--- config.mk ---
export PLATFORM = sky130hd
export DESIGN_NAME = pfdm_front_flat
export DESIGN_NICKNAME = d
export VERILOG_FILES = /design/src/hdl/pfdm_pkg.sv /design/src/hdl/pfdm_if.sv /design/src/hdl/pfdm_front.sv /design/src/flat_wrapper.sv
export SDC_FILE = /design/constraint.sdc
export NUM_CORES = 1
export LEC_CHECK = 0
export BUFFER_PORTS_ARGS = -buffer_cell sky130_fd_sc_hd__buf_2
export CAP_MARGIN = 10
export CELL_PAD_IN_SITES_DETAIL_PLACEMENT = 2
export CELL_PAD_IN_SITES_GLOBAL_PLACEMENT = 2
export CORE_MARGIN = 3
export CORE_UTILIZATION = 11
export DETAILED_ROUTE_END_ITERATION = 16
export PLACE_DENSITY_LB_ADDON = 0.3
export SLEW_MARGIN = 5
export SYNTH_ARGS = -nofsm -noshare
export SYNTH_HDL_FRONTEND = slang
export SYNTH_SLANG_ARGS = --single-unit
--- constraint.sdc ---
create_clock -name vclk -period 1.8
set_input_delay 0.18 -clock vclk [all_inputs]
set_output_delay 0.18 -clock vclk [all_outputs]
set_load 0.02 [all_outputs]
--- src/hdl/pfdm_pkg.sv ---
// ----------------------------------------------------------------------------
// pfdm_pkg: shared types and constants
// Command codes, job classes, register indexes and the config and queue
// structs used by the patch distance map core.
// ----------------------------------------------------------------------------
package pfdm_pkg;

	// Q1.15 one
	localparam logic [15:0] Q_ONE = 16'd32768;

	// input commands
	typedef enum logic [1:0] {
		CMD_WIMG  = 2'd0,
		CMD_WFEAT = 2'd1,
		CMD_EVAL  = 2'd2,
		CMD_NONE  = 2'd3
	} cmd_t;

	// job classes handed from front to back
	typedef enum logic [1:0] {
		K_WIMG  = 2'd0,
		K_WFEAT = 2'd1,
		K_EVAL  = 2'd2,
		K_ERR   = 2'd3
	} kind_t;

	// register indexes
	localparam logic [2:0] CFG_SRC_WIDTH     = 3'd0;
	localparam logic [2:0] CFG_SRC_HEIGHT    = 3'd1;
	localparam logic [2:0] CFG_SRC_DEPTH     = 3'd2;
	localparam logic [2:0] CFG_PATCH_WIDTH   = 3'd3;
	localparam logic [2:0] CFG_FEATURE_COUNT = 3'd4;
	localparam logic [2:0] CFG_OUTPUT_WIDTH  = 3'd5;

	typedef struct packed {
		logic [8:0] src_width;
		logic [8:0] src_height;
		logic [4:0] src_depth;
		logic [4:0] patch_width;
		logic [6:0] feature_count;
		logic [8:0] output_width;
	} cfg_t;

	typedef struct packed {
		kind_t       kind;
		logic [15:0] address;
		logic [15:0] value;
		logic [7:0]  cell_x;
		logic [7:0]  cell_y;
		logic [5:0]  feature_index;
	} job_t;

	typedef struct packed {
		logic full;
		logic empty;
	} fifo_stat_t;

endpackage

--- src/hdl/pfdm_if.sv ---
// ----------------------------------------------------------------------------
// pfdm channel interfaces
// Valid/ready channels for command items and result items.
// ----------------------------------------------------------------------------
interface pfdm_in_if;
	logic        valid;
	logic        ready;
	logic [1:0]  command;
	logic [15:0] address;
	logic [15:0] value;
	logic [7:0]  cell_x;
	logic [7:0]  cell_y;
	logic [5:0]  feature_index;

	modport source (output valid, command, address, value, cell_x, cell_y, feature_index,
		input ready);
	modport sink (input valid, command, address, value, cell_x, cell_y, feature_index,
		output ready);
endinterface


--- src/hdl/pfdm_front.sv ---
// ----------------------------------------------------------------------------
// pfdm_front: command intake and classification
// Clamps write values, range checks addresses, registers and cell
// coordinates, and pushes a classified job into the queue.
// ----------------------------------------------------------------------------
module pfdm_front #(
	parameter int IMAGE_WORDS     = 65536,
	parameter int FEATURE_WORDS   = 16384,
	parameter int MAX_PATCH_WIDTH = 16,
	parameter int MAX_DEPTH       = 16
) (
	pfdm_in_if.sink           cmd_ch,
	input  pfdm_pkg::cfg_t    cfg,
	input  pfdm_pkg::fifo_stat_t stat,
	output logic              push,
	output pfdm_pkg::job_t    job
);

	logic [15:0] val_c;
	logic        img_ok, feat_ok, cfg_ok, eval_ok;

	// clamp value above one
	assign val_c = (cmd_ch.value > pfdm_pkg::Q_ONE) ? pfdm_pkg::Q_ONE : cmd_ch.value;

	assign img_ok  = 32'(cmd_ch.address) < 32'(IMAGE_WORDS);
	assign feat_ok = 32'(cmd_ch.address) < 32'(FEATURE_WORDS);

	// register ranges
	assign cfg_ok = (cfg.src_width >= 9'd1) && (cfg.src_width <= 9'd256)
		&& (cfg.src_height >= 9'd1) && (cfg.src_height <= 9'd256)
		&& (cfg.src_depth >= 5'd1) && (cfg.src_depth <= 5'd16)
		&& (32'(cfg.src_depth) <= 32'(MAX_DEPTH))
		&& (cfg.patch_width >= 5'd1) && (cfg.patch_width <= 5'd16)
		&& (32'(cfg.patch_width) <= 32'(MAX_PATCH_WIDTH))
		&& (cfg.feature_count >= 7'd1) && (cfg.feature_count <= 7'd64)
		&& (cfg.output_width >= 9'd1) && (cfg.output_width <= 9'd256);

	assign eval_ok = cfg_ok && (9'(cmd_ch.cell_x) < cfg.output_width)
		&& (9'(cmd_ch.cell_y) < cfg.output_width)
		&& (7'(cmd_ch.feature_index) < cfg.feature_count);

	assign cmd_ch.ready = !stat.full;

	// classify
	always_comb begin
		job.address       = cmd_ch.address;
		job.value         = val_c;
		job.cell_x        = cmd_ch.cell_x;
		job.cell_y        = cmd_ch.cell_y;
		job.feature_index = cmd_ch.feature_index;
		job.kind          = pfdm_pkg::K_ERR;
		push              = cmd_ch.valid && !stat.full;
		unique case (pfdm_pkg::cmd_t'(cmd_ch.command))
			pfdm_pkg::CMD_WIMG: job.kind = img_ok ? pfdm_pkg::K_WIMG : pfdm_pkg::K_ERR;
			pfdm_pkg::CMD_WFEAT: job.kind = feat_ok ? pfdm_pkg::K_WFEAT : pfdm_pkg::K_ERR;
			pfdm_pkg::CMD_EVAL: job.kind = eval_ok ? pfdm_pkg::K_EVAL : pfdm_pkg::K_ERR;
			default: push = 1'b0;
		endcase
	end

endmodule

--- src/flat_wrapper.sv ---
// flat-port wrapper written by rule: the top's interface ports become plain ports
module pfdm_front_flat 
#(
	parameter int IMAGE_WORDS     = 65536,
	parameter int FEATURE_WORDS   = 16384,
	parameter int MAX_PATCH_WIDTH = 16,
	parameter int MAX_DEPTH       = 16
)
  (cfg, stat, push, job, cmd_ch_valid, cmd_ch_command, cmd_ch_address, cmd_ch_value, cmd_ch_cell_x, cmd_ch_cell_y, cmd_ch_feature_index, cmd_ch_ready);
  pfdm_in_if cmd_ch_i ();
  input  pfdm_pkg::cfg_t cfg;
  input  pfdm_pkg::fifo_stat_t stat;
  output logic push;
  output pfdm_pkg::job_t job;
  input wire logic [$bits(cmd_ch_i.valid)-1:0] cmd_ch_valid;
  input wire logic [$bits(cmd_ch_i.command)-1:0] cmd_ch_command;
  input wire logic [$bits(cmd_ch_i.address)-1:0] cmd_ch_address;
  input wire logic [$bits(cmd_ch_i.value)-1:0] cmd_ch_value;
  input wire logic [$bits(cmd_ch_i.cell_x)-1:0] cmd_ch_cell_x;
  input wire logic [$bits(cmd_ch_i.cell_y)-1:0] cmd_ch_cell_y;
  input wire logic [$bits(cmd_ch_i.feature_index)-1:0] cmd_ch_feature_index;
  output wire logic [$bits(cmd_ch_i.ready)-1:0] cmd_ch_ready;
  assign cmd_ch_i.valid = cmd_ch_valid;
  assign cmd_ch_i.command = cmd_ch_command;
  assign cmd_ch_i.address = cmd_ch_address;
  assign cmd_ch_i.value = cmd_ch_value;
  assign cmd_ch_i.cell_x = cmd_ch_cell_x;
  assign cmd_ch_i.cell_y = cmd_ch_cell_y;
  assign cmd_ch_i.feature_index = cmd_ch_feature_index;
  assign cmd_ch_ready = cmd_ch_i.ready;
  pfdm_front #(.IMAGE_WORDS(IMAGE_WORDS), .FEATURE_WORDS(FEATURE_WORDS), .MAX_PATCH_WIDTH(MAX_PATCH_WIDTH), .MAX_DEPTH(MAX_DEPTH)) u_core (.cmd_ch(cmd_ch_i), .cfg(cfg), .stat(stat), .push(push), .job(job));
endmodule
Word level (Yosys, flattened, before mapping). Index checks and enable logic that the tools add are counted.

Reduce and logical (&&, ||, !) cells: 20. Eq/ne operators: 2. Magnitude comparators: 19. Muxes and demuxes: 5.

Operators by type and width (count): >= comparator 9 x 1 -> 1 bit (second input constant) (3); less-or-equal comparator 9 bit (second input constant) (3); less-or-equal comparator 5 bit (second input constant) (4); less-than comparator 8 x 9 -> 1 bit (2); logical AND 1 bit (17); greater-than comparator 16 bit (second input constant) (1); less-than comparator 16 x 15 -> 1 bit (second input constant) (1); two-way mux 16 bit (1); >= comparator 5 x 1 -> 1 bit (second input constant) (2); >= comparator 7 x 1 -> 1 bit (second input constant) (1); less-or-equal comparator 7 bit (second input constant) (1); less-than comparator 6 x 7 -> 1 bit (1); one-hot mux 2 bit (3 select lines) (1); OR reduction 3 bit (1); equality test 2 x 1 -> 1 bit (second input constant) (1); equality test 2 bit (second input constant) (1); zero test 2 bit (1); two-way mux 1 bit (2); two-way mux 2 bit (1); zero test 1 bit (1).

Bits of input ports: 103. Bits in registers: 0. Output and inout bits: 58.

Logic depth before layout (Yosys ltp).
Depth after elaboration: 19. Gate-level depth with buffers: 7.

Worst setup path after synthesis. OpenSTA, ideal clock, no wires.

Path kind: input to output. From: input port cfg[9] (netlist bit). To: output port job[54] (netlist bit). Data required time: 1.620 ns. Path slack: -0.087 ns. Arrival time: 1.707 ns. Path buffers: 0. Stages: 6. Path through: or4_1 -> nor3_1 -> xor2_1 -> nor4_1 -> o211ai_1 -> a221o_1.

RTL lines: start, declared (line flat_wrapper.sv:11) `input pfdm_pkg::cfg_t cfg;`; end, declared (line flat_wrapper.sv:14) `output pfdm_pkg::job_t job;`.

==> results.md <==
Route:
- The via-per-instance ratio is 3.72.
- The detail route stage leaves a number of antenna-violating nets equal to 0.
- The total number of vias is 1430.
- The number of DRC violations after detailed routing is 0.
- The routed design has 4370 µm of wire.
- The pre-antenna-repair detailed-routing pass consisted of 4 iterations.
- The number of violations reported at the end of detailed-routing iteration 0 is 9.
- The average detailed-routed wire length per instance is 11.4 µm.

Die:
- Measured along the y axis, the die boundary spans roughly 100 µm.
- The number of ports placed on the die boundary is 161.
- The die width is 104 µm.
- The initial core utilization is 11.3%.
- In this run the core area contains 35 standard-cell rows.
- The placeable core region is 0.00928 mm².
- The floorplan step defined a die boundary enclosing 0.0108 mm².

Layout:
- The leading cell type in the layout, fill and taps excluded is sky130_fd_sc_hd__buf_2.
- The number of clock buffers in the layout is 0.
- The final layout contains a sequential cell count of 0.
- The share of post-route cells with drive strength above 1 is between 50% and 60%.
- Summing all flip-flop and latch instances after layout gives 0 µm².
- The number of antenna diodes in the final layout is 0.
- The final design area excluding fillers is around 0.0017 mm².
- The post-synthesis to final-layout area growth is 60.5%.
- Once layout is complete, the utilization of the core stands at 18.2%.
- In the layout the commonest cells are 132 x sky130_fd_sc_hd__buf_2, 19 x sky130_fd_sc_hd__ha_1, 15 x sky130_fd_sc_hd__inv_1, 15 x sky130_fd_sc_hd__nor2b_1, 13 x sky130_fd_sc_hd__buf_4.
- The final layout net count is 379.

Global route:
- The first-pass GRT wire length is 7270 µm.
- After global routing, the most crowded layer is met2.
- Global routing consumed, on the met1 layer, under 10% of the routing resources.
- The largest net degree at the start of global routing is 12.
- The remaining global-route overflow is 0.
- The number of global-route vias before repair is 1583.
- The number of antenna violations at the first check in global routing is 1.
- The global routing usage summed across all routing layers is between 7 and 8%.
- Global routing used 15.0% of the available met2 tracks.
- The global-route met3 utilization is 2.36%.

Synth:
- The cell count after synthesis came out at 150.
- Sequential elements use 0% of the synthesized area.
- During synthesis, Yosys emitted a total of 0 warnings.
- The number of distinct library cells after synthesis is 26.
- The mean post-synth cell area is roughly 7 µm².
- The net count after synthesis is approximately 270.
- The netlist area before placement is 0.00105 mm².

Timing:
- The pin slew with the least headroom to its limit is 516 ps.
- The final cycle utilization of the critical path is 114%.
- The post-route worst setup slack is -258 ps.
- The number of setup violations in the final report is 1.
- The number of max-slew violations in the final report was 0.
- Setup repair after global routing could not meet its margin everywhere.
- The final-report hold violation count came to 0.
- The highest clock rate is 486 MHz.
- The worst slew slack as a fraction of its limit is 65.1%.
- For the final routed database, the setup TNS stands at -258 ps.
- For the finished layout, the period the worst path requires is 2060 ps.

Worst setup path:
- For the worst setup path, the data required time is 1620 ps.
- The type of the worst setup path is input port to primary output.
- The worst setup path is captured at a primary output.
- The worst-path maximum fanout is 2.
- The worst setup path is launched from an input port.
- STA puts the critical path data arrival time at 1880 ps.

Outcome:
- The checks that failed: negative setup slack.
- The flow ran to the end, but the final reports show violations.

Placement:
- At the placement stage, the worst setup path has a slack of -345 ps.
- The count of buffers added on input and output ports is 132.
- The post-detailed-placement cell area is 0.00169 mm².
- Routability-driven placement finished with a final weighted congestion of 0.675.
- The placed wire-length estimate is about 4200 µm.

Power and ir drop:
- VDD sags by at most ~0.047 mV.
- The leakage power of the design is 0.970 nW.
- The power density over the cells is around 230 mW/mm².
- Overall power consumption after layout is estimated at approximately 400 µW.

Hold path:
- The class of the most critical hold timing path is input port to primary output.
- The worst hold path passes through 0 cells.
- The start point of the worst hold path is cmd_ch_address[2].
- For hold timing, the worst endpoint is job[40].

Clock network:
- The number of hold buffers added after CTS was 0.

Run:
- The number of maximum-capacitance violations is 0.
## per-layer routing
layer	vias to the layer above	routed length, µm
li1	697	-
met1	638	1590
met2	85	2200
met3	8	514
met4	2	46
met5	-	13
## what timing repair did
item                                    4_1_cts  5_1_grt
pin swaps                                     1        1
endpoints found under the setup margin        1        1
setup buffers                                 0        0
gates resized for setup                       1        0
## synthesized netlist by cell type (2+ instances only)
| cell | n | area [µm²] |
|---|---|---|
| sky130_fd_sc_hd__buf_4 | 38 | 285 |
| sky130_fd_sc_hd__ha_1 | 19 | 238 |
| sky130_fd_sc_hd__inv_1 | 15 | 56.3 |
| sky130_fd_sc_hd__nor2b_1 | 15 | 93.8 |
| sky130_fd_sc_hd__nor4_1 | 11 | 68.8 |
| sky130_fd_sc_hd__a21oi_1 | 8 | 40.0 |
| sky130_fd_sc_hd__nand2_1 | 7 | 26.3 |
| sky130_fd_sc_hd__nor2_1 | 5 | 18.8 |
| sky130_fd_sc_hd__nor3_1 | 5 | 25.0 |
| sky130_fd_sc_hd__a21o_1 | 3 | 22.5 |
| sky130_fd_sc_hd__o21ai_0 | 3 | 15.0 |
| sky130_fd_sc_hd__xor2_1 | 3 | 26.3 |
| sky130_fd_sc_hd__clkbuf_1 | 2 | 7.51 |
| sky130_fd_sc_hd__nand2b_1 | 2 | 12.5 |
| sky130_fd_sc_hd__o211ai_1 | 2 | 15.0 |
| sky130_fd_sc_hd__xnor2_1 | 2 | 17.5 |
## critical path, cell delays in order
cell                       delay [ps]
sky130_fd_sc_hd__buf_2            100
sky130_fd_sc_hd__or4_1            540
sky130_fd_sc_hd__nor3_2           140
sky130_fd_sc_hd__xor2_1            80
sky130_fd_sc_hd__nor4_1           170
sky130_fd_sc_hd__o211ai_1         150
sky130_fd_sc_hd__a221o_1          340
sky130_fd_sc_hd__buf_2            160
## layout make-up
| class | count | area [µm²] |
|---|---|---|
| Fill cell | 1178 | 7590 |
| Timing Repair Buffer | 145 | 758 |
| Multi-Input combinational cell | 95 | 714 |
| Tap cell | 129 | 161 |
| Inverter | 15 | 56.3 |
## how the worst max path moves through the flow
stage / startpoint / endpoint / slack (ps) / depth (start not counted)
global placement: cfg[7] / job[54] / -340 / 9
floorplan: cfg[9] / job[54] / 30 / 6
global route: cfg[7] / job[54] / -390 / 9
detailed placement: cfg[7] / job[54] / -340 / 9
CTS: cfg[9] / job[54] / -320 / 8
finish: cfg[9] / job[54] / -260 / 8
## where the power goes
part / internal [mW] / switching, mW
Combinational: 0.184 / 0.206
Clock: 0 / 0
Sequential: 0 / 0
Total: 0.184 / 0.206
## metrics by stage
step / hold WS (ps) / std cells
floorplan: 441 / 150
global route: 360 / 384
detailed placement: 360 / 384
finish: 360 / 384
CTS: 360 / 384
global placement: 360 / 384
## cells by family (layout without fill, tap and decap cells)
| family | count (synthesis) | after routing | share of synthesized area [%] |
|---|---|---|---|
| buffers and inverters | 55 | 160 | 33.1 |
| AND/OR/NAND/NOR | 49 | 49 | 26.5 |
| AO/OA/AOI/OAI | 22 | 22 | 13.7 |
| adder cells (fa/ha/maj) | 19 | 19 | 22.6 |
| XOR/XNOR | 5 | 5 | 4.16 |
No activity file was read; power rests on OpenSTA's default activity.
