**config.mk**
```make
export PLATFORM = sky130hd
export DESIGN_NAME = pfdm_fifo
export DESIGN_NICKNAME = d
export VERILOG_FILES = /design/src/hdl/pfdm_pkg.sv /design/src/hdl/pfdm_fifo.sv
export SDC_FILE = /design/constraint.sdc
export NUM_CORES = 1
export LEC_CHECK = 0
export BUFFER_PORTS_ARGS = -buffer_cell sky130_fd_sc_hd__buf_2
export CORE_MARGIN = 8
export CORE_UTILIZATION = 50
export CTS_CLUSTER_DIAMETER = 80
export DETAILED_ROUTE_END_ITERATION = 10
export PLACE_DENSITY_LB_ADDON = 0.3
export SLEW_MARGIN = 20
export SYNTH_ARGS = -nofsm -noshare
export SYNTH_HDL_FRONTEND = slang
export SYNTH_SLANG_ARGS = --single-unit
```
**constraint.sdc**
```tcl
create_clock -name clk -period 5.9 [get_ports clk]
set_input_delay 1.18 -clock clk [delete_from_list [all_inputs] [get_ports clk]]
set_output_delay 1.18 -clock clk [all_outputs]
set_load 0.05 [all_outputs]
```
**src/hdl/pfdm_pkg.sv**
```systemverilog
// ----------------------------------------------------------------------------
// pfdm_pkg: shared types and constants
// Command codes, job classes, register indexes and the config and queue
// structs used by the patch distance map core.
// ----------------------------------------------------------------------------
package pfdm_pkg;

	// Q1.15 one
	localparam logic [15:0] Q_ONE = 16'd32768;

	// input commands
	typedef enum logic [1:0] {
		CMD_WIMG  = 2'd0,
		CMD_WFEAT = 2'd1,
		CMD_EVAL  = 2'd2,
		CMD_NONE  = 2'd3
	} cmd_t;

	// job classes handed from front to back
	typedef enum logic [1:0] {
		K_WIMG  = 2'd0,
		K_WFEAT = 2'd1,
		K_EVAL  = 2'd2,
		K_ERR   = 2'd3
	} kind_t;

	// register indexes
	localparam logic [2:0] CFG_SRC_WIDTH     = 3'd0;
	localparam logic [2:0] CFG_SRC_HEIGHT    = 3'd1;
	localparam logic [2:0] CFG_SRC_DEPTH     = 3'd2;
	localparam logic [2:0] CFG_PATCH_WIDTH   = 3'd3;
	localparam logic [2:0] CFG_FEATURE_COUNT = 3'd4;
	localparam logic [2:0] CFG_OUTPUT_WIDTH  = 3'd5;

	typedef struct packed {
		logic [8:0] src_width;
		logic [8:0] src_height;
		logic [4:0] src_depth;
		logic [4:0] patch_width;
		logic [6:0] feature_count;
		logic [8:0] output_width;
	} cfg_t;

	typedef struct packed {
		kind_t       kind;
		logic [15:0] address;
		logic [15:0] value;
		logic [7:0]  cell_x;
		logic [7:0]  cell_y;
		logic [5:0]  feature_index;
	} job_t;

	typedef struct packed {
		logic full;
		logic empty;
	} fifo_stat_t;

endpackage

```
**src/hdl/pfdm_fifo.sv**
```systemverilog
// ----------------------------------------------------------------------------
// pfdm_fifo: job queue
// Short register queue between the front and the back.
// ----------------------------------------------------------------------------
module pfdm_fifo #(
	parameter int DEPTH = 4
) (
	input  logic                 clk,
	input  logic                 arst_n,
	input  logic                 push,
	input  pfdm_pkg::job_t       din,
	input  logic                 pop,
	output pfdm_pkg::job_t       dout,
	output pfdm_pkg::fifo_stat_t stat
);

	localparam int AW = (DEPTH > 1) ? $clog2(DEPTH) : 1;
	localparam int CW = $clog2(DEPTH + 1);

	pfdm_pkg::job_t mem_q [DEPTH];
	logic [AW-1:0]  wp_q, rp_q;
	logic [CW-1:0]  cnt_q;

	assign stat.full  = (cnt_q == CW'(DEPTH));
	assign stat.empty = (cnt_q == '0);
	assign dout       = mem_q[rp_q];

	always_ff @(posedge clk) begin
		if (push)
			mem_q[wp_q] <= din;
	end

	// pointers and fill count
	always_ff @(posedge clk or negedge arst_n) begin
		if (!arst_n) begin
			wp_q  <= '0;
			rp_q  <= '0;
			cnt_q <= '0;
		end else begin
			if (push)
				wp_q <= (wp_q == AW'(DEPTH - 1)) ? '0 : wp_q + AW'(1);
			if (pop)
				rp_q <= (rp_q == AW'(DEPTH - 1)) ? '0 : rp_q + AW'(1);
			cnt_q <= cnt_q + CW'(push) - CW'(pop);
		end
	end

endmodule

```
== Word-level counts from Yosys, hierarchy flattened ==
Memories as Yosys holds them, arrays and structs flattened.
Index checks and enable logic that the tools add are counted.

* Add/sub/neg operators: 4
* Equality and inequality tests: 3
* Reduce and logical (&&, ||, !) cells: 1
* Muxes and demuxes: 4

{| class="wikitable"
|+ Operator list
! kind !! number
|-
| adder 2 x 1 -> 2 bit, second input constant || 2
|-
| == test 2 bit, second input constant || 2
|-
| two-way mux 2 bit || 2
|-
| adder 3 x 1 -> 3 bit || 1
|-
| == test 3 bit, second input constant || 1
|-
| zero test 3 bit || 1
|-
| subtractor 3 x 1 -> 3 bit || 1
|-
| two-way mux 1 bit || 2
|}

* Logic and storage cells: 16
* Output and inout port bits: 58
* Bits in writable memories: 224
* Bits of input ports: 60
* Memories: 1
* Bits in registers: 7

{| class="wikitable"
|+ Memories
! memory !! depth !! bits a word !! rd ports !! clocked after Yosys merged registers in !! wr ports !! RTL line !! RTL
|-
| mem_q || 4 || 56 || 1 || 0 || 1 || pfdm_fifo.sv:20 || <nowiki>pfdm_pkg::job_t mem_q [DEPTH];</nowiki>
|}

== Depth between registers and ports, before layout ==
Gate-level depths: netlist (run 1).

* Word-level depth: 2
* Gate-level depth with buffers: 6
* Mapped depth without buffers: 6

== Worst setup path after synthesis (run 1) ==
Ideal clock, no wire load.

* Path kind: in2reg
* From: input port push
* To: memory mem_q[2][0] in the netlist's numbering, enable pin
* Buffers on the path: 0
* Library setup time: 0.419 ns
* Path slack: 2.972 ns
* Data arrival time: 2.508 ns
* Required time: 5.481 ns
* Stages: 1
* Path through: and2_1

* Word-level cells in the longest chain between the ends: 2

{| class="wikitable"
|+ Ends and longest elaborated chain
! what !! RTL line !! RTL
|-
| from (decl) || pfdm_fifo.sv:10 || <nowiki>input logic push,</nowiki>
|-
| two-way mux 1 bit || pfdm_fifo.sv:29 || <nowiki>if (push)</nowiki>
|-
| two-way mux 1 bit (implied by the code) || pfdm_fifo.sv:30 || <nowiki>mem_q[wp_q] <= din;</nowiki>
|-
| to (decl) || pfdm_fifo.sv:20 ||
|}

Every way passes these cells.

==> results of run 1 <==
==> layout by cell type, fill, tap and decap left out, types with 2 or more instances in the layout <==
cell	synthesis	final
dfrtp_1	7	5
o21ai_0	2	2
and2_2	0	4
ha_1	7	7
edfxtp_1	224	224
mux4_2	56	56
buf_4	3	6
clkinv_1	0	2
clkbuf_1	1	8
clkbuf_8	0	2
clkbuf_16	0	25
clkinv_2	0	4
buf_2	4	117
inv_1	6	6
mux2_2	2	2
==> cell usage after synthesis, drive strengths merged <==
library cell | count | area, um2
inv | 6 | 22.5
o21ai | 2 | 10.0
nand2 | 1 | 3.75
xnor2 | 1 | 8.76
mux2 | 2 | 22.5
ha | 7 | 87.6
clkbuf | 1 | 3.75
xor2 | 1 | 8.76
dfrtp | 7 | 175
or3b | 1 | 8.76
nor3 | 1 | 5.00
and2 | 4 | 25.0
and3 | 1 | 6.26
mux4 | 56 | 1260
nor2 | 1 | 3.75
edfxtp | 224 | 6730
buf | 12 | 118
fa | 1 | 20.0
==> power groups by stage <==
stage	registers, mW	logic, mW	clock network, mW
floorplan	2.19	1.76	0
global placement	2.35	1.99	0
detailed placement	2.37	2.01	0
CTS	2.34	2.02	1.44
global route	2.36	2.08	1.50
finish	2.31	1.98	1.41
==> per-stage QoR <==
step | utilization | worst slack, ns | instances
after CTS | 0.605 | 1.82 | 703
final | 0.605 | 2.00 | 703
after global routing | 0.605 | 1.75 | 703
after detailed placement | 0.560 | 2.38 | 659
after global placement | 0.560 | 2.38 | 659
after floorplan | - | 2.97 | 329
==> sequential cells by signal, indices dropped and copies added (netlist names) <==
| name | cells |
|---|---|
| cnt_q | 3 |
| mem_q | 224 |
| rp_q | 2 |
| wp_q | 2 |
==> how the worst max path moves through the flow <==
stage | cells after the start | end | slack, ns
after floorplan | 1 | mem_q[2][0] | 2.97
after global placement | 3 | dout[21] | 2.38
after detailed placement | 3 | dout[21] | 2.38
after CTS | 3 | dout[21] | 1.82
after global routing | 3 | dout[21] | 1.75
final | 3 | dout[21] | 2.00
==> metal layers <==
layer / vias to the layer above / part of all wire / GRT usage
li1: 1678 / - / -
met1: 2022 / 0.42 / 0.175
met2: 108 / 0.51 / 0.242
met3: 23 / 0.062 / 0.0448
met4: 4 / 0.012 / 0.0330
met5: - / 0.0014 / 0
==> final cells by class <==
class	instances	area, um2	area share
Clock buffer	35	683	0.0679
Sequential cell	231	6910	0.686
Multi-Input combinational cell	79	1480	0.147
Clock inverter	9	73.8	0.00733
Tap cell	220	275	0.0273
Timing Repair Buffer	123	631	0.0626
Inverter	6	22.5	0.00224
==> cells by family (layout without fill, tap and decap cells) <==
family / Yosys count / after routing / share of synthesized area
DFF: 231 / 231 / 0.810
muxes: 58 / 58 / 0.151
buffers and inverters: 19 / 173 / 0.0169
and+or+nand+nor: 9 / 9 / 0.00617
adders and majority gates: 8 / 8 / 0.0126
AOI/OAI and AO/OA: 2 / 2 / 0.00118
xor gates and xnor gates: 2 / 2 / 0.00206
==> impl_metrics.py, run 1 <==
metrics = {
    "sta": {
        "setup_viol": 0,
        "slew_viol_final": 0,
        "tns_ns": 0,
        "relSlewSlack": 0.313,
        "timing.hold.ws_ns": 0.510,
        "rsz0062_at_grt": "false",
        "finalCritPeriodShare": 0.660,
        "fmax_ghz": 0.257,
        "worst_pin_slew_ns": 1.03,
        "fin_crit_ns": 3.90,
        "hold_viol": 0,
        "finalClockSkew_ns": 0.00591,
    },
    "global_routing": {
        "grt_use_total": 0.142,
        "grt_pass1_wl_um": 23900,
        "grt_pass1_vias": 4236,
        "grt_max_degree": 47,
        "antenna_found_initial": 2,
        "overflow": 0,
    },
    "detailed_routing": {
        "antenna_left": 0,
        "viasPerCell": 5.46,
        "post_drt_wl_per_cell_um": 21.7,
        "dr.pass1.iters": 4,
        "drt_iter0_markers": 226,
        "vias": 3835,
        "drcViolationCount": 0,
        "routed_wl_um": 15200,
    },
    "flow_run": {
        "max-cap-violations": 0,
    },
    "layout": {
        "drive_above_1_share": 0.460,
        "nNetsFinal": 533,
        "syn2layout_area_growth_pct": 18.2,
        "final_area_um2": 10100,
        "n_fill_cell": 1197,
        "n_antenna_cell": 0,
    },
    "floorplanning": {
        "die-height_um": 147,
        "die-area_um2": 21500,
        "initial_core_util": 0.512,
        "io-pin-count": 118,
        "die_w_um": 147,
        "core_um2": 16600,
        "placementRows": 47,
    },
    "setup_path": {
        "worst_ep_required_time_ns": 4.72,
        "startpoint": "rp_q[0]",
        "critical-path-top-delay-family": "flip-flops",
        "max_stage_delay_ns": 0.99,
        "crit_chain": "buf_4 -> mux4_2 -> buf_2",
        "worst_ep_arrival_time_ns": 2.72,
        "r2r-start": "wp_q[1]",
        "reg2reg_to": "mem_q[1][46]",
        "critPathKind": "reg2out",
        "path_buf_inv": 2,
        "start_kind": "flip-flop",
        "endpoint_kind": "primary output",
        "worst_path_max_delay_cell": "dfrtp_4",
        "crit_fanout": 46,
        "rrSetupSlack_ns": 3.60,
        "reg2reg_depth": 4,
    },
    "logic_synthesis": {
        "ys_seq_area_frac": 0.810,
        "yosysWarnings": 0,
        "netlist-cell-type-count": 22,
        "syn-num-nets": 397,
        "synth.ff_latch_count": 231,
        "netlist_area_um2": 8520,
        "syn_inst": 329,
        "syn_avg_cell_area_um2": 25.9,
    },
    "clocking": {
        "cts_tree": "yes",
        "cts_max_level": 1,
        "cts_root_buffer": "clkbuf_16",
        "clock-sinks": 231,
        "clk_latency_ns": 0.50,
        "cts_resized": 0,
        "clockBufferDepth": 3,
        "cts-hold-fix-buffers": 0,
        "cts_made_buffers": 24,
        "postCtsSetupRepairBufs": 0,
        "path_clk_slew_ns": 0.06,
    },
    "status": {
        "status": "finished, final reports clean",
    },
    "power_and_ir_drop": {
        "comb_power_share": 0.347,
        "power.internal_mw": 3.58,
        "p_total_mw": 5.70,
        "p_per_area_nw_per_um2": 566,
        "power_frac_seq": 0.406,
        "power.switching_mw": 2.12,
        "clkPwrFrac": 0.247,
        "power.leakage_nw": 3.49,
        "sw_frac_of_total": 0.372,
        "ir_drop_uv": 355,
    },
    "min_path": {
        "holdCritPathClass": "in2async",
    },
    "placed_design": {
        "place_area_um2": 9310,
        "gp_congestion": 0.678,
        "dp_hpwl_um": 9390,
        "io_buffer_count": 117,
    },
}
Note: power is estimated with default switching activity, not from simulation.
==> run 2: changes to the inputs <==
clock period = 3.95 ns   (was 5.9 ns; I/O delays follow)
==> impl_metrics.py, run 2 (synthesized netlist as in run 1, its figures left out) <==
metrics = {
    "placed_design": {
        "io_buffer_count": 117,
        "place_area_um2": 9390,
        "gp_congestion": 0.657,
    },
    "flow_run": {
        "max-cap-violations": 0,
    },
    "floorplanning": {
        "io-pin-count": 118,
        "die-area_um2": 21500,
        "die-height_um": 147,
        "core_um2": 16600,
        "initial_core_util": 0.512,
        "die_w_um": 147,
        "placementRows": 47,
    },
    "setup_path": {
        "max_stage_delay_ns": 0.74,
        "crit_end": "dout[18]",
        "start_kind": "flip-flop",
        "path_buf_inv": 2,
        "worst_ep_required_time_ns": 3.16,
        "reg2reg_to": "mem_q[2][8]",
        "worst_ep_arrival_time_ns": 2.43,
        "crit_fanout": 37,
        "path_depth": 3,
        "crit_chain": "buf_12 -> mux4_2 -> buf_2",
        "critPathKind": "reg2out",
        "rrSetupSlack_ns": 2.10,
        "endpoint_kind": "primary output",
        "critical-path-top-delay-family": "flip-flops",
        "r2r-start": "wp_q[0]",
        "reg2reg_depth": 4,
        "startpoint": "rp_q[0]",
        "worst_path_max_delay_cell": "dfrtp_4",
    },
    "detailed_routing": {
        "viasPerCell": 5.48,
        "drcViolationCount": 0,
        "drt_iter0_markers": 198,
        "routed_wl_um": 15400,
        "vias": 3838,
        "antenna_left": 0,
        "post_drt_wl_per_cell_um": 22.0,
        "dr.pass1.iters": 4,
    },
    "clocking": {
        "cts-hold-fix-buffers": 0,
        "clk_latency_ns": 0.50,
        "cts_tree": "yes",
        "cts_root_buffer": "clkbuf_16",
        "postCtsSetupRepairBufs": 0,
        "cts_max_level": 1,
        "path_clk_slew_ns": 0.06,
        "clock-sinks": 231,
        "cts_made_buffers": 24,
        "cts_resized": 0,
        "clockBufferDepth": 3,
    },
    "global_routing": {
        "overflow": 0,
        "grt_max_degree": 41,
        "grt_pass1_vias": 4263,
        "grt_pass1_wl_um": 23800,
        "antenna_found_initial": 2,
        "grt_use_total": 0.143,
    },
    "layout": {
        "final_area_um2": 10200,
        "nNetsFinal": 533,
        "syn2layout_area_growth_pct": 19.4,
        "reg.largest.list": "mem_q x224, cnt_q x3",
        "drive_above_1_share": 0.467,
        "largest_reg_flops": 224,
        "n_antenna_cell": 0,
        "largest_register": "mem_q",
        "final_cell_mix": "edfxtp_1, buf_2, mux4_2",
        "layout_commonest_cell": "edfxtp_1",
    },
    "sta": {
        "setup_viol": 0,
        "finalClockSkew_ns": 0.00653,
        "hold_viol": 0,
        "finalCritPeriodShare": 0.814,
        "fin_crit_ns": 3.22,
        "rsz0062_at_grt": "false",
        "fmax_ghz": 0.311,
        "slew_viol_final": 0,
        "worst_pin_slew_ns": 0.664,
        "tns_ns": 0,
        "relSlewSlack": 0.558,
    },
    "power_and_ir_drop": {
        "power.leakage_nw": 3.52,
        "p_per_area_nw_per_um2": 853,
        "ir_drop_uv": 540,
    },
    "min_path": {
        "holdCritPathClass": "in2async",
    },
    "status": {
        "status": "finished, final reports clean",
    },
}
[run 2: changes by cell type in the layout (fill, tap and decap cells not counted)]
| cell | before | now |
|---|---|---|
| buf_12 | 0 | 6 |
| buf_4 | 6 | 0 |
| clkbuf_1 | 8 | 2 |
| bufinv_16 | 1 | 3 |
| clkbuf_8 | 2 | 0 |
| clkinv_1 | 2 | 3 |
| clkinv_2 | 4 | 5 |
| inv_6 | 0 | 1 |
[run 2: metrics by stage]
| stage | util | std cells | hold WS (ns) | setup slack [ns] | power (mW) |
|---|---|---|---|---|---|
| 2_1_floorplan | - | 329 | 0.494 | 1.41 | 5.90 |
| 3_3_place_gp | 0.564 | 659 | 0.587 | 1.19 | 6.54 |
| 3_5_place_dp | 0.564 | 659 | 0.616 | 1.19 | 6.60 |
| 4_1_cts | 0.611 | 700 | 0.119 | 0.651 | 8.82 |
| 5_1_grt | 0.611 | 700 | 0.123 | 0.582 | 9.03 |
| 6_report | 0.611 | 700 | 0.136 | 0.735 | 8.68 |
[run 2: how the worst min path moves through the flow]
stage / end / slack, ns
after floorplan: cnt_q[0] / 0.49
after global placement: wp_q[1] / 0.59
after detailed placement: cnt_q[2] / 0.62
after CTS: rp_q[0] / 0.12
after global routing: rp_q[0] / 0.12
final: cnt_q[0] / 0.14
[run 2: final cells by class]
type,count,area (um2)
Timing Repair Buffer,123,706
Inverter,6,22.5
Clock buffer,27,633
Tap cell,220,275
Clock inverter,14,151
Sequential cell,231,6910
Fill cell,1168,6470
Multi-Input combinational cell,79,1480
[run 2: metal layers]
layer  wire length [um]  vias to the layer above  GRT usage
li1                   -                     1665          -
met1               6400                     2018      0.175
met2               7750                      130      0.244
met3               1060                       21     0.0426
met4                183                        4     0.0355
met5                 22                        -          0
[run 2: where the power goes]
part / total, mW / internal, mW / switching (mW) / leakage [nW]
combinational: 3.11 / 0.979 / 2.13 / 1.00
clock: 2.20 / 1.34 / 0.859 / 0.386
sequential: 3.37 / 3.15 / 0.221 / 2.14
